==> config.mk <==
export PLATFORM = sky130hd
export DESIGN_NAME = keyword_token_scanner_flat
export DESIGN_NICKNAME = d
export VERILOG_FILES = /design/src/rtl/kts_pkg.sv /design/src/rtl/kts_in_if.sv /design/src/rtl/kts_out_if.sv /design/src/rtl/kts_front.sv /design/src/rtl/kts_queue.sv /design/src/rtl/kts_back.sv /design/src/rtl/keyword_token_scanner.sv /design/src/flat_wrapper.sv
export SDC_FILE = /design/constraint.sdc
export NUM_CORES = 1
export LEC_CHECK = 0
export BUFFER_PORTS_ARGS = -buffer_cell sky130_fd_sc_hd__buf_2
export CORE_MARGIN = 1.5
export CORE_UTILIZATION = 35
export CTS_CLUSTER_SIZE = 10
export DETAILED_ROUTE_END_ITERATION = 7
export GPL_ROUTABILITY_DRIVEN = 1
export PLACE_DENSITY = 0.48
export SYNTH_ARGS = -nofsm -noshare
export SYNTH_HDL_FRONTEND = slang
export SYNTH_SLANG_ARGS = --single-unit
==> constraint.sdc <==
create_clock -name clk -period 11 [get_ports clk]
set_input_delay 2.2 -clock clk [delete_from_list [all_inputs] [get_ports clk]]
set_output_delay 2.2 -clock clk [all_outputs]
set_load 0.02 [all_outputs]
==> src/rtl/kts_pkg.sv <==
`timescale 1ns / 1ps

package kts_pkg;

  localparam int KW_MAX_CHARS = 11;
  localparam int NUMBER_BITS  = 32;
  localparam int QDEPTH       = 4;
  localparam int QAW          = $clog2(QDEPTH);
  localparam int KW_COUNT     = 31;

  localparam logic [4:0] KIND_EOF    = 5'd0;
  localparam logic [4:0] KIND_COMMA  = 5'd1;
  localparam logic [4:0] KIND_NUMBER = 5'd2;
  localparam logic [4:0] KIND_IDENT  = 5'd3;
  localparam logic [4:0] KIND_LEXERR = 5'd20;

  // Upper-cased 7-bit characters of the current word, entry 0 first.
  typedef logic [KW_MAX_CHARS-1:0][6:0] word_t;

  // Tokens closed by one item: an optional number or word, then an optional
  // comma, lexical error or eof.
  typedef struct packed {
    logic                   has_tok;
    logic                   tok_word;
    logic [NUMBER_BITS-1:0] num_value;
    logic                   num_ovf;
    logic [7:0]             len;
    word_t                  chars;
    logic                   has_sec;
    logic [4:0]             sec_kind;
    logic [15:0]            bad;
  } tok_entry_t;

  // Strings are right-justified in the vector: last character in the low byte.
  localparam logic [8*KW_MAX_CHARS-1:0] KW_TEXT [KW_COUNT] = '{
    "REPEAT",
    "FORWARD", "FD",
    "BACK", "BK",
    "LEFT", "LT",
    "RIGHT", "RT",
    "UP",
    "DOWN", "DN",
    "ROLLRIGHT", "RR",
    "ROLLLEFT", "RL",
    "HOME",
    "MOVETO", "GOTO", "SETPOS",
    "END",
    "CLEARSCREEN", "CLEAR", "CLS", "CLR",
    "PENUP", "PU",
    "PENDOWN", "PD",
    "PENWIDTH", "PW"
  };

  localparam int KW_LEN [KW_COUNT] = '{
    6,
    7, 2,
    4, 2,
    4, 2,
    5, 2,
    2,
    4, 2,
    9, 2,
    8, 2,
    4,
    6, 4, 6,
    3,
    11, 5, 3, 3,
    5, 2,
    7, 2,
    8, 2
  };

  localparam logic [4:0] KW_KIND [KW_COUNT] = '{
    5'd4,
    5'd5, 5'd5,
    5'd6, 5'd6,
    5'd7, 5'd7,
    5'd8, 5'd8,
    5'd9,
    5'd10, 5'd10,
    5'd11, 5'd11,
    5'd12, 5'd12,
    5'd13,
    5'd14, 5'd14, 5'd14,
    5'd15,
    5'd16, 5'd16, 5'd16, 5'd16,
    5'd17, 5'd17,
    5'd18, 5'd18,
    5'd19, 5'd19
  };

  // Parallel compare of a closed word against every table entry.
  function automatic logic [4:0] kw_lookup(input word_t chars, input logic [7:0] len);
    logic [4:0] kind;
    logic       hit;
    int         pos;
    kind = KIND_IDENT;
    for (int e = KW_COUNT - 1; e >= 0; e--) begin
      hit = (len == 8'(KW_LEN[e]));
      for (int i = 0; i < KW_MAX_CHARS; i++) begin
        if (i < KW_LEN[e]) begin
          pos = 8 * (KW_LEN[e] - 1 - i);
          hit = hit && (chars[i] == KW_TEXT[e][pos +: 7]);
        end
      end
      if (hit) begin
        kind = KW_KIND[e];
      end
    end
    return kind;
  endfunction

endpackage

==> src/rtl/kts_in_if.sv <==
`timescale 1ns / 1ps

interface kts_in_if;
  logic        valid;
  logic        ready;
  logic [15:0] char_code;
  logic        end_of_input;

  modport source(output valid, char_code, end_of_input, input ready);
  modport sink(input valid, char_code, end_of_input, output ready);
endinterface

==> src/rtl/kts_out_if.sv <==
`timescale 1ns / 1ps

interface kts_out_if;
  logic        valid;
  logic        ready;
  logic [4:0]  token_kind;
  logic [31:0] number_value;
  logic        number_overflow;
  logic [7:0]  token_length;
  logic [15:0] bad_char;
  logic        last_result;

  modport source(output valid, token_kind, number_value, number_overflow,
                 token_length, bad_char, last_result, input ready);
  modport sink(input valid, token_kind, number_value, number_overflow,
               token_length, bad_char, last_result, output ready);
endinterface

==> src/rtl/kts_front.sv <==
`timescale 1ns / 1ps

module kts_front (
  input  logic               clk,
  input  logic               rst_n,
  kts_in_if.sink             in_ch,
  input  logic               q_full,
  output logic               push,
  output kts_pkg::tok_entry_t push_entry
);
  import kts_pkg::*;

  typedef enum logic [1:0] {
    MODE_IDLE,
    MODE_NUMBER,
    MODE_WORD,
    MODE_ERROR
  } mode_t;

  localparam int NW = NUMBER_BITS + 4;

  mode_t                  mode_r, mode_nxt;
  logic [7:0]             count_r, count_nxt;
  logic [NUMBER_BITS-1:0] acc_r, acc_nxt;
  logic                   ovf_r, ovf_nxt;
  word_t                  chars_r;

  logic                   fire;
  logic [15:0]            c;
  logic                   is_digit, is_letter, is_blank, is_wchar;
  logic [6:0]             up_char;
  logic [NW-1:0]          acc_x10;
  logic                   acc_sat;
  logic                   wr_char;
  logic [7:0]             wr_idx;
  logic [7:0]             count_inc;

  assign in_ch.ready = !q_full;
  assign fire        = in_ch.valid && in_ch.ready;
  assign c           = in_ch.char_code;

  always_comb begin
    is_digit  = c inside {[16'h0030:16'h0039]};
    is_letter = c inside {[16'h0041:16'h005A], [16'h0061:16'h007A]};
    is_blank  = c inside {16'h0020, [16'h0009:16'h000D]};
    is_wchar  = is_letter || is_digit || (c == 16'h005F);
    up_char   = (c inside {[16'h0061:16'h007A]}) ? (c[6:0] - 7'd32) : c[6:0];
    acc_x10   = (NW'(acc_r) << 3) + (NW'(acc_r) << 1) + NW'(c[3:0]);
    acc_sat   = ovf_r || (|acc_x10[NW-1:NUMBER_BITS]);
    count_inc = (count_r == 8'hFF) ? count_r : count_r + 8'd1;
  end

  always_comb begin
    mode_nxt   = mode_r;
    count_nxt  = count_r;
    acc_nxt    = acc_r;
    ovf_nxt    = ovf_r;
    wr_char    = 1'b0;
    wr_idx     = count_r;
    push_entry = '0;
    push_entry.num_value = acc_r;
    push_entry.num_ovf   = ovf_r;
    push_entry.len       = count_r;
    push_entry.chars     = chars_r;
    push_entry.tok_word  = (mode_r == MODE_WORD);

    if (fire) begin
      if (in_ch.end_of_input) begin
        push_entry.has_tok  = (mode_r == MODE_NUMBER) || (mode_r == MODE_WORD);
        push_entry.has_sec  = 1'b1;
        push_entry.sec_kind = KIND_EOF;
        mode_nxt            = MODE_IDLE;
      end else if (mode_r == MODE_ERROR) begin
        // swallow everything up to the end marker
      end else if (mode_r == MODE_NUMBER && is_digit) begin
        acc_nxt   = acc_sat ? '1 : acc_x10[NUMBER_BITS-1:0];
        ovf_nxt   = acc_sat;
        count_nxt = count_inc;
      end else if (mode_r == MODE_WORD && is_wchar) begin
        wr_char   = (count_r < 8'(KW_MAX_CHARS));
        count_nxt = count_inc;
      end else begin
        // this character closes any pending token, then acts as in idle
        push_entry.has_tok = (mode_r == MODE_NUMBER) || (mode_r == MODE_WORD);
        mode_nxt           = MODE_IDLE;
        if (c == 16'h002C) begin
          push_entry.has_sec  = 1'b1;
          push_entry.sec_kind = KIND_COMMA;
        end else if (is_digit) begin
          mode_nxt  = MODE_NUMBER;
          acc_nxt   = NUMBER_BITS'(c[3:0]);
          ovf_nxt   = 1'b0;
          count_nxt = 8'd1;
        end else if (is_letter) begin
          mode_nxt  = MODE_WORD;
          wr_char   = 1'b1;
          wr_idx    = 8'd0;
          count_nxt = 8'd1;
        end else if (!is_blank) begin
          push_entry.has_sec  = 1'b1;
          push_entry.sec_kind = KIND_LEXERR;
          push_entry.bad      = c;
          mode_nxt            = MODE_ERROR;
        end
      end
    end
    push = push_entry.has_tok || push_entry.has_sec;
  end

  always_ff @(posedge clk) begin
    if (!rst_n) begin
      mode_r  <= MODE_IDLE;
      count_r <= '0;
      acc_r   <= '0;
      ovf_r   <= 1'b0;
    end else begin
      mode_r  <= mode_nxt;
      count_r <= count_nxt;
      acc_r   <= acc_nxt;
      ovf_r   <= ovf_nxt;
    end
  end

  always_ff @(posedge clk) begin
    for (int i = 0; i < KW_MAX_CHARS; i++) begin
      if (wr_char && wr_idx == 8'(i)) begin
        chars_r[i] <= up_char;
      end
    end
  end

`ifndef SYNTHESIS
  a_err_silent: assert property (@(posedge clk) disable iff (!rst_n)
    (fire && !in_ch.end_of_input && mode_r == MODE_ERROR) |-> !push)
    else $error("item in error mode produced a token");
`endif

endmodule

==> src/rtl/kts_queue.sv <==
`timescale 1ns / 1ps

module kts_queue (
  input  logic                clk,
  input  logic                rst_n,
  input  logic                push,
  input  kts_pkg::tok_entry_t push_entry,
  input  logic                pop,
  output logic                head_valid,
  output kts_pkg::tok_entry_t head_entry,
  output logic                full
);
  import kts_pkg::*;

  tok_entry_t     slots_r [QDEPTH];
  logic [QAW-1:0] wr_ptr_r, wr_ptr_nxt;
  logic [QAW-1:0] rd_ptr_r, rd_ptr_nxt;
  logic [QAW:0]   count_r, count_nxt;
  logic           do_push, do_pop;

  assign full       = (count_r == (QAW + 1)'(QDEPTH));
  assign head_valid = (count_r != '0);
  assign head_entry = slots_r[rd_ptr_r];
  assign do_push    = push && !full;
  assign do_pop     = pop && head_valid;

  always_comb begin
    wr_ptr_nxt = do_push ? wr_ptr_r + QAW'(1) : wr_ptr_r;
    rd_ptr_nxt = do_pop ? rd_ptr_r + QAW'(1) : rd_ptr_r;
    count_nxt  = count_r + (QAW + 1)'(do_push) - (QAW + 1)'(do_pop);
  end

  always_ff @(posedge clk) begin
    if (!rst_n) begin
      wr_ptr_r <= '0;
      rd_ptr_r <= '0;
      count_r  <= '0;
    end else begin
      wr_ptr_r <= wr_ptr_nxt;
      rd_ptr_r <= rd_ptr_nxt;
      count_r  <= count_nxt;
    end
  end

  always_ff @(posedge clk) begin
    if (do_push) begin
      slots_r[wr_ptr_r] <= push_entry;
    end
  end

`ifndef SYNTHESIS
  a_no_overfill: assert property (@(posedge clk) disable iff (!rst_n)
    count_r <= (QAW + 1)'(QDEPTH))
    else $error("queue count past depth");
  a_push_room: assert property (@(posedge clk) disable iff (!rst_n)
    push |-> !full)
    else $error("push into full queue drops an item");
`endif

endmodule

==> src/rtl/kts_back.sv <==
`timescale 1ns / 1ps

module kts_back (
  input  logic                clk,
  input  logic                rst_n,
  input  logic                head_valid,
  input  kts_pkg::tok_entry_t head_entry,
  output logic                pop,
  kts_out_if.source           out_ch
);
  import kts_pkg::*;

  logic        phase_r, phase_nxt;
  logic        out_valid_r, out_valid_nxt;
  logic [4:0]  kind_r, kind_nxt;
  logic [31:0] value_r, value_nxt;
  logic        ovf_r, ovf_nxt;
  logic [7:0]  len_r, len_nxt;
  logic [15:0] bad_r, bad_nxt;
  logic        last_r, last_nxt;
  logic        emit_tok, load;

  always_comb begin
    emit_tok = head_entry.has_tok && !phase_r;
    load     = head_valid && (!out_valid_r || out_ch.ready);
    pop      = load && !(emit_tok && head_entry.has_sec);

    phase_nxt     = load ? (emit_tok && head_entry.has_sec) : phase_r;
    out_valid_nxt = load ? 1'b1 : (out_ch.ready ? 1'b0 : out_valid_r);

    if (emit_tok) begin
      if (head_entry.tok_word) begin
        kind_nxt  = kw_lookup(head_entry.chars, head_entry.len);
        value_nxt = '0;
        ovf_nxt   = 1'b0;
      end else begin
        kind_nxt  = KIND_NUMBER;
        value_nxt = 32'(head_entry.num_value);
        ovf_nxt   = head_entry.num_ovf;
      end
      len_nxt  = head_entry.len;
      bad_nxt  = '0;
      last_nxt = !head_entry.has_sec;
    end else begin
      kind_nxt  = head_entry.sec_kind;
      value_nxt = '0;
      ovf_nxt   = 1'b0;
      len_nxt   = '0;
      bad_nxt   = head_entry.bad;
      last_nxt  = 1'b1;
    end
  end

  always_ff @(posedge clk) begin
    if (!rst_n) begin
      phase_r     <= 1'b0;
      out_valid_r <= 1'b0;
    end else begin
      phase_r     <= phase_nxt;
      out_valid_r <= out_valid_nxt;
    end
    if (load) begin
      kind_r  <= kind_nxt;
      value_r <= value_nxt;
      ovf_r   <= ovf_nxt;
      len_r   <= len_nxt;
      bad_r   <= bad_nxt;
      last_r  <= last_nxt;
    end
  end

  assign out_ch.valid           = out_valid_r;
  assign out_ch.token_kind      = kind_r;
  assign out_ch.number_value    = value_r;
  assign out_ch.number_overflow = ovf_r;
  assign out_ch.token_length    = len_r;
  assign out_ch.bad_char        = bad_r;
  assign out_ch.last_result     = last_r;

`ifndef SYNTHESIS
  a_phase_pair: assert property (@(posedge clk) disable iff (!rst_n)
    phase_r |-> (head_valid && head_entry.has_tok && head_entry.has_sec))
    else $error("second-result phase without a two-token entry");
  a_eof_last: assert property (@(posedge clk) disable iff (!rst_n)
    (out_valid_r && kind_r == KIND_EOF) |-> last_r)
    else $error("eof item not flagged as last");
`endif

endmodule

==> src/rtl/keyword_token_scanner.sv <==
// Path: an accepted item waits in the 4-entry token queue, which absorbs
// output stalls, until its results are loaded into the output register.
// Throughput: one input item per cycle while the token queue is not full;
// the output register delivers one result per cycle while the sink is ready,
// so an item that closes a token and adds a comma, error or eof gives two.
// Reset: synchronous active-low rst_n clears scan mode, counters, queue and
// output valid; the word character buffer is not cleared.
`timescale 1ns / 1ps

module keyword_token_scanner (
  input  logic      clk,
  input  logic      rst_n,
  kts_in_if.sink    in_ch,
  kts_out_if.source out_ch
);
  import kts_pkg::*;

  logic       push, pop, full, head_valid;
  tok_entry_t push_entry, head_entry;

  kts_front u_front (
    .clk        (clk),
    .rst_n      (rst_n),
    .in_ch      (in_ch),
    .q_full     (full),
    .push       (push),
    .push_entry (push_entry)
  );

  kts_queue u_queue (
    .clk        (clk),
    .rst_n      (rst_n),
    .push       (push),
    .push_entry (push_entry),
    .pop        (pop),
    .head_valid (head_valid),
    .head_entry (head_entry),
    .full       (full)
  );

  kts_back u_back (
    .clk        (clk),
    .rst_n      (rst_n),
    .head_valid (head_valid),
    .head_entry (head_entry),
    .pop        (pop),
    .out_ch     (out_ch)
  );

endmodule

==> src/flat_wrapper.sv <==
// flat-port wrapper written by rule: the top's interface ports become plain ports
module keyword_token_scanner_flat import kts_pkg::*;
  (clk, rst_n, in_ch_valid, in_ch_char_code, in_ch_end_of_input, in_ch_ready, out_ch_valid, out_ch_token_kind, out_ch_number_value, out_ch_number_overflow, out_ch_token_length, out_ch_bad_char, out_ch_last_result, out_ch_ready);
  kts_in_if in_ch_i ();
  kts_out_if out_ch_i ();
  input  logic clk;
  input  logic rst_n;
  input wire logic [$bits(in_ch_i.valid)-1:0] in_ch_valid;
  input wire logic [$bits(in_ch_i.char_code)-1:0] in_ch_char_code;
  input wire logic [$bits(in_ch_i.end_of_input)-1:0] in_ch_end_of_input;
  output wire logic [$bits(in_ch_i.ready)-1:0] in_ch_ready;
  output wire logic [$bits(out_ch_i.valid)-1:0] out_ch_valid;
  output wire logic [$bits(out_ch_i.token_kind)-1:0] out_ch_token_kind;
  output wire logic [$bits(out_ch_i.number_value)-1:0] out_ch_number_value;
  output wire logic [$bits(out_ch_i.number_overflow)-1:0] out_ch_number_overflow;
  output wire logic [$bits(out_ch_i.token_length)-1:0] out_ch_token_length;
  output wire logic [$bits(out_ch_i.bad_char)-1:0] out_ch_bad_char;
  output wire logic [$bits(out_ch_i.last_result)-1:0] out_ch_last_result;
  input wire logic [$bits(out_ch_i.ready)-1:0] out_ch_ready;
  assign in_ch_i.valid = in_ch_valid;
  assign in_ch_i.char_code = in_ch_char_code;
  assign in_ch_i.end_of_input = in_ch_end_of_input;
  assign in_ch_ready = in_ch_i.ready;
  assign out_ch_valid = out_ch_i.valid;
  assign out_ch_token_kind = out_ch_i.token_kind;
  assign out_ch_number_value = out_ch_i.number_value;
  assign out_ch_number_overflow = out_ch_i.number_overflow;
  assign out_ch_token_length = out_ch_i.token_length;
  assign out_ch_bad_char = out_ch_i.bad_char;
  assign out_ch_last_result = out_ch_i.last_result;
  assign out_ch_i.ready = out_ch_ready;
  keyword_token_scanner u_core (.clk(clk), .rst_n(rst_n), .in_ch(in_ch_i), .out_ch(out_ch_i));
endmodule
==> summary.txt <==
Synth
  • Largest family of logic cells by synthesized area: simple AND/OR/NAND/NOR gates
  • Mapped Cells: 1824
  • Proportion of synthesized area in mux cells: 0.0840
  • Post-synth cell types: 76
  • Adder-Cell Fraction of Synth Area: 0.0326
  • Mapped cell area: 30700 sq um
  • Syn_area_per_cell: 16.8 sq um
  • Post-Synth XOR/XNOR Area: 0.00914
  • Main flop type after synthesis: edfxtp_1
  • Synthesized flop and latch total: 750
  • Sequential area share after synthesis: 0.717
  • Syn Nets: 1923
  • Compound-Gate Fraction of Synth Area: 0.0436
  • YS warnings: 0
  • Post-synth ARST share: 0
  • Simple-Gate Fraction of Synth Area: 0.102
  • EDFF count, synth: 696

Floorplanning
  • Die W: 299 microns
  • Die outline height: 299 microns
  • Num rows: 108
  • IO Count: 86
  • Die Area: 89400 sq um
  • Initial Utilization: 0.353
  • Core Area: 86800 sq um

CTS
  • Post_cts resized: 0
  • Cts hold-fix bufs: 0
  • Clock root cell: clkbuf_16
  • Max clock buf depth: 3
  • Clk Latency, worst-skew pair: 0.65 ns
  • CTS clk-pin slew, worst paths: 0.06 ns
  • CTS sink count: 750
  • Number of setup buffers added after CTS: 0
  • CTS tree: yes
  • Total CTS buffers: 88
  • H-tree lvl count: 3

Setup path
  • WS Path Type: in -> reg
  • Startpoint class of the critical path: input pin
  • Crit path cell chain: buf_2, ha_1, ha_1, fa_1, a211oi_1, o21ai_0, a31oi_1, o31a_1, o221ai_1, and3_1, nor2_2, buf_4, o21ai_0, a21boi_0
  • Critical Path RT: 11.58 ns
  • CP Data Arrival Time: 6.63 ns
  • Crit Path Max Fanout: 21
  • Sum of buffers and inverters on the critical path: 2
  • Cell family with most CP delay: compound AO/OA/AOI/OAI gates
  • Slowest cell on crit path: buf_2
  • Crit path capture type: flop
  • Reg2reg setup slack: 5.73 ns
  • Slowest stage delay, CP: 0.57 ns

Layout
  • P&R area growth vs syn: 14.2%
  • # nets final: 2063
  • Antenna Cells: 0
  • Multi-input gate area: 8360 sq um
  • Number of fill cells: 7975
  • Sequential Area: 22000 sq um
  • Layout cell share with drive strength beyond 1: 0.172
  • Fin util: 0.404

Timing
  • Min cycle time layout: 6.05 ns
  • Worst Clk Skew: 0.0285 ns
  • RSZ-0062 raised after global routing: no
  • Final setup viols: 0
  • Slew HR: 0.242
  • Setup TNS: 0 ns
  • Hold WS: 0.490 ns
  • Final Max Slew Viols: 0
  • Setup WS post-layout: 4.95 ns
  • Fin crit share: 0.550
  • Fmax: 165 MHz
  • Fin. Hold Viols: 0
  • Tightest Pin Transition: 1.13 ns

Drt
  • Via count: 16400
  • Initial drt markers: 1146
  • Routed WL per cell: 22.7 microns
  • Vias per Instance: 5.16
  • Final ANT Viol Nets: 0
  • Drt pass-1 iters: 5
  • DRC: 0
  • Final WL: 72000 microns

Global route
  • Initial antenna violation count: 3
  • First-pass GRT wire length: 107000 microns
  • Total GRT Usage: 0.161
  • Vias in the first global route: 17000
  • Routing usage on met1: 0.222
  • Congestion Overflow GR: 0
  • Grt peak-use layer: met2
  • Met3 Track Usage GR: 0.0266
  • Largest net degree at the start of global routing: 71
  • Met2 Use GR: 0.259

Outcome
  • Status: finished clean

Power
  • PD cells: 223 nW/um^2
  • Total design power: 0.00781 W
  • Pleak: 11.6 nW
  • Peak supply drop: 114 uV

Placed design
  • Detailed Place HPWL: 45000 microns
  • Port bufs: 85
  • Post-Place Worst Slack: 4.24 ns
  • Routability Congestion: 0.882

Job
  • Max-Cap Viols: 0

Worst hold path
  • HP Class: reg -> reg
final cells by class:
type / instances / area share
timing repair buffer: 107 / 0.0169
tap: 1155 / 0.0412
multi-input combinational: 990 / 0.239
inverter: 27 / 0.00289
clock inverter: 14 / 0.00468
clock buffer: 126 / 0.0681
sequential: 750 / 0.628
cells in the mapped netlist, drive strengths merged, types with 13 or more instances:
| library cell | instances | share of area |
|---|---|---|
| a21boi | 14 | 0.0034 |
| a21o | 15 | 0.0037 |
| a21oi | 48 | 0.0078 |
| and2 | 42 | 0.0086 |
| buf | 21 | 0.0041 |
| clkbuf | 36 | 0.0044 |
| dfxtp | 54 | 0.035 |
| edfxtp | 696 | 0.68 |
| ha | 75 | 0.031 |
| inv | 27 | 0.0033 |
| mux4 | 110 | 0.081 |
| nand2 | 82 | 0.010 |
| nand2b | 36 | 0.0073 |
| nand3 | 30 | 0.0049 |
| nand4 | 24 | 0.0049 |
| nand4b | 13 | 0.0037 |
| nor2 | 101 | 0.012 |
| nor2b | 82 | 0.017 |
| nor3 | 25 | 0.0042 |
| nor3b | 15 | 0.0037 |
| nor4 | 22 | 0.0047 |
| o21ai | 58 | 0.0095 |
| or3 | 15 | 0.0031 |
| xnor2 | 19 | 0.0054 |
| xor2 | 13 | 0.0037 |
power by group:
| part | leakage (nW) | internal [W] | switching [W] |
|---|---|---|---|
| clock | 1.23 | 0.00151 | 0.00111 |
| combinational | 3.53 | 0.000544 | 0.000988 |
| sequential | 6.82 | 0.00354 | 0.000118 |
| total | 11.6 | 0.00559 | 0.00222 |
stage by stage:
stage	instances	cell area [sq um]
3_5_place_dp	3029	32500
4_1_cts	3169	35000
2_1_floorplan	1824	30700
6_report	3169	35000
3_3_place_gp	3029	32500
5_1_grt	3169	35000
sequential cells by signal, summed over array words and instances (netlist names), 2 cells and up, named ones only:
name                               count
u_core.u_queue.slots_r               556
u_core.u_front.push_entry             77
u_core.u_back.out_ch.number_value     32
u_core.u_front.acc_r                  32
u_core.u_back.out_ch.bad_char         16
u_core.u_back.out_ch.token_length      8
u_core.u_front.count_r                 8
u_core.u_back.out_ch.token_kind        5
u_core.u_queue.count_r                 3
u_core.u_front.mode_r                  2
u_core.u_queue.rd_ptr_r                2
u_core.u_queue.wr_ptr_r                2
placed cells by master (no fill, tap or decap), types with 5 or more instances in the layout:
| cell type | Yosys | final |
|---|---|---|
| xor2_1 | 13 | 13 |
| and3_1 | 9 | 9 |
| o21a_1 | 8 | 8 |
| nor2b_1 | 82 | 81 |
| dfxtp_1 | 54 | 52 |
| buf_2 | 16 | 85 |
| a21boi_0 | 14 | 14 |
| nand3b_1 | 10 | 10 |
| a21o_1 | 15 | 15 |
| o21ai_1 | 5 | 5 |
| a31oi_1 | 8 | 8 |
| nor3_1 | 24 | 23 |
| xnor2_1 | 19 | 19 |
| a211oi_1 | 10 | 10 |
| inv_1 | 25 | 25 |
| nand2b_1 | 36 | 35 |
| nor4bb_1 | 8 | 8 |
| buf_4 | 1 | 22 |
| and4b_1 | 5 | 5 |
| clkbuf_1 | 36 | 35 |
| mux2i_1 | 10 | 10 |
| nand4b_1 | 13 | 13 |
| a21oi_1 | 48 | 47 |
| o21ai_0 | 53 | 53 |
| nor3b_1 | 15 | 15 |
| mux4_2 | 110 | 110 |
| clkbuf_16 | 0 | 89 |
| nor4b_1 | 7 | 7 |
| nand3_1 | 30 | 30 |
| ha_1 | 75 | 75 |
| nor4_1 | 21 | 21 |
| nor2_1 | 101 | 99 |
| nand4_1 | 24 | 24 |
| or2_2 | 7 | 7 |
| or3_1 | 15 | 15 |
| and2_1 | 42 | 38 |
| edfxtp_1 | 696 | 696 |
| nand2_1 | 82 | 82 |
logic make-up after synthesis:
| group | after synthesis |
|---|---|
| flip-flops | 750 |
| XOR/XNOR | 32 |
| buffers and inverters | 84 |
| adder cells (fa/ha/maj) | 78 |
| AO/OA/AOI/OAI | 207 |
| multiplexers | 120 |
| AND/OR/NAND/NOR | 553 |
metal layers:
| layer | wire (microns) | vias up |
|---|---|---|
| met4 | 1920 | 0 |
| met1 | 32600 | 8407 |
| li1 | - | 7475 |
| met2 | 34500 | 361 |
| met5 | 0 | - |
| met3 | 3050 | 118 |
worst paths after layout:
kind                            startpoint                                 end  cells after the start
max                     in_ch_char_code[2]            u_core.u_front.acc_r[13]                     14
min          u_core.u_front.push_entry[59]       u_core.u_queue.slots_r[2][59]                      0
max reg2reg                           flop  u_core.u_back.out_ch.token_kind[0]                     10
min reg2reg  u_core.u_front.push_entry[59]       u_core.u_queue.slots_r[2][59]                      0
Power figures use the tool's default switching activity.
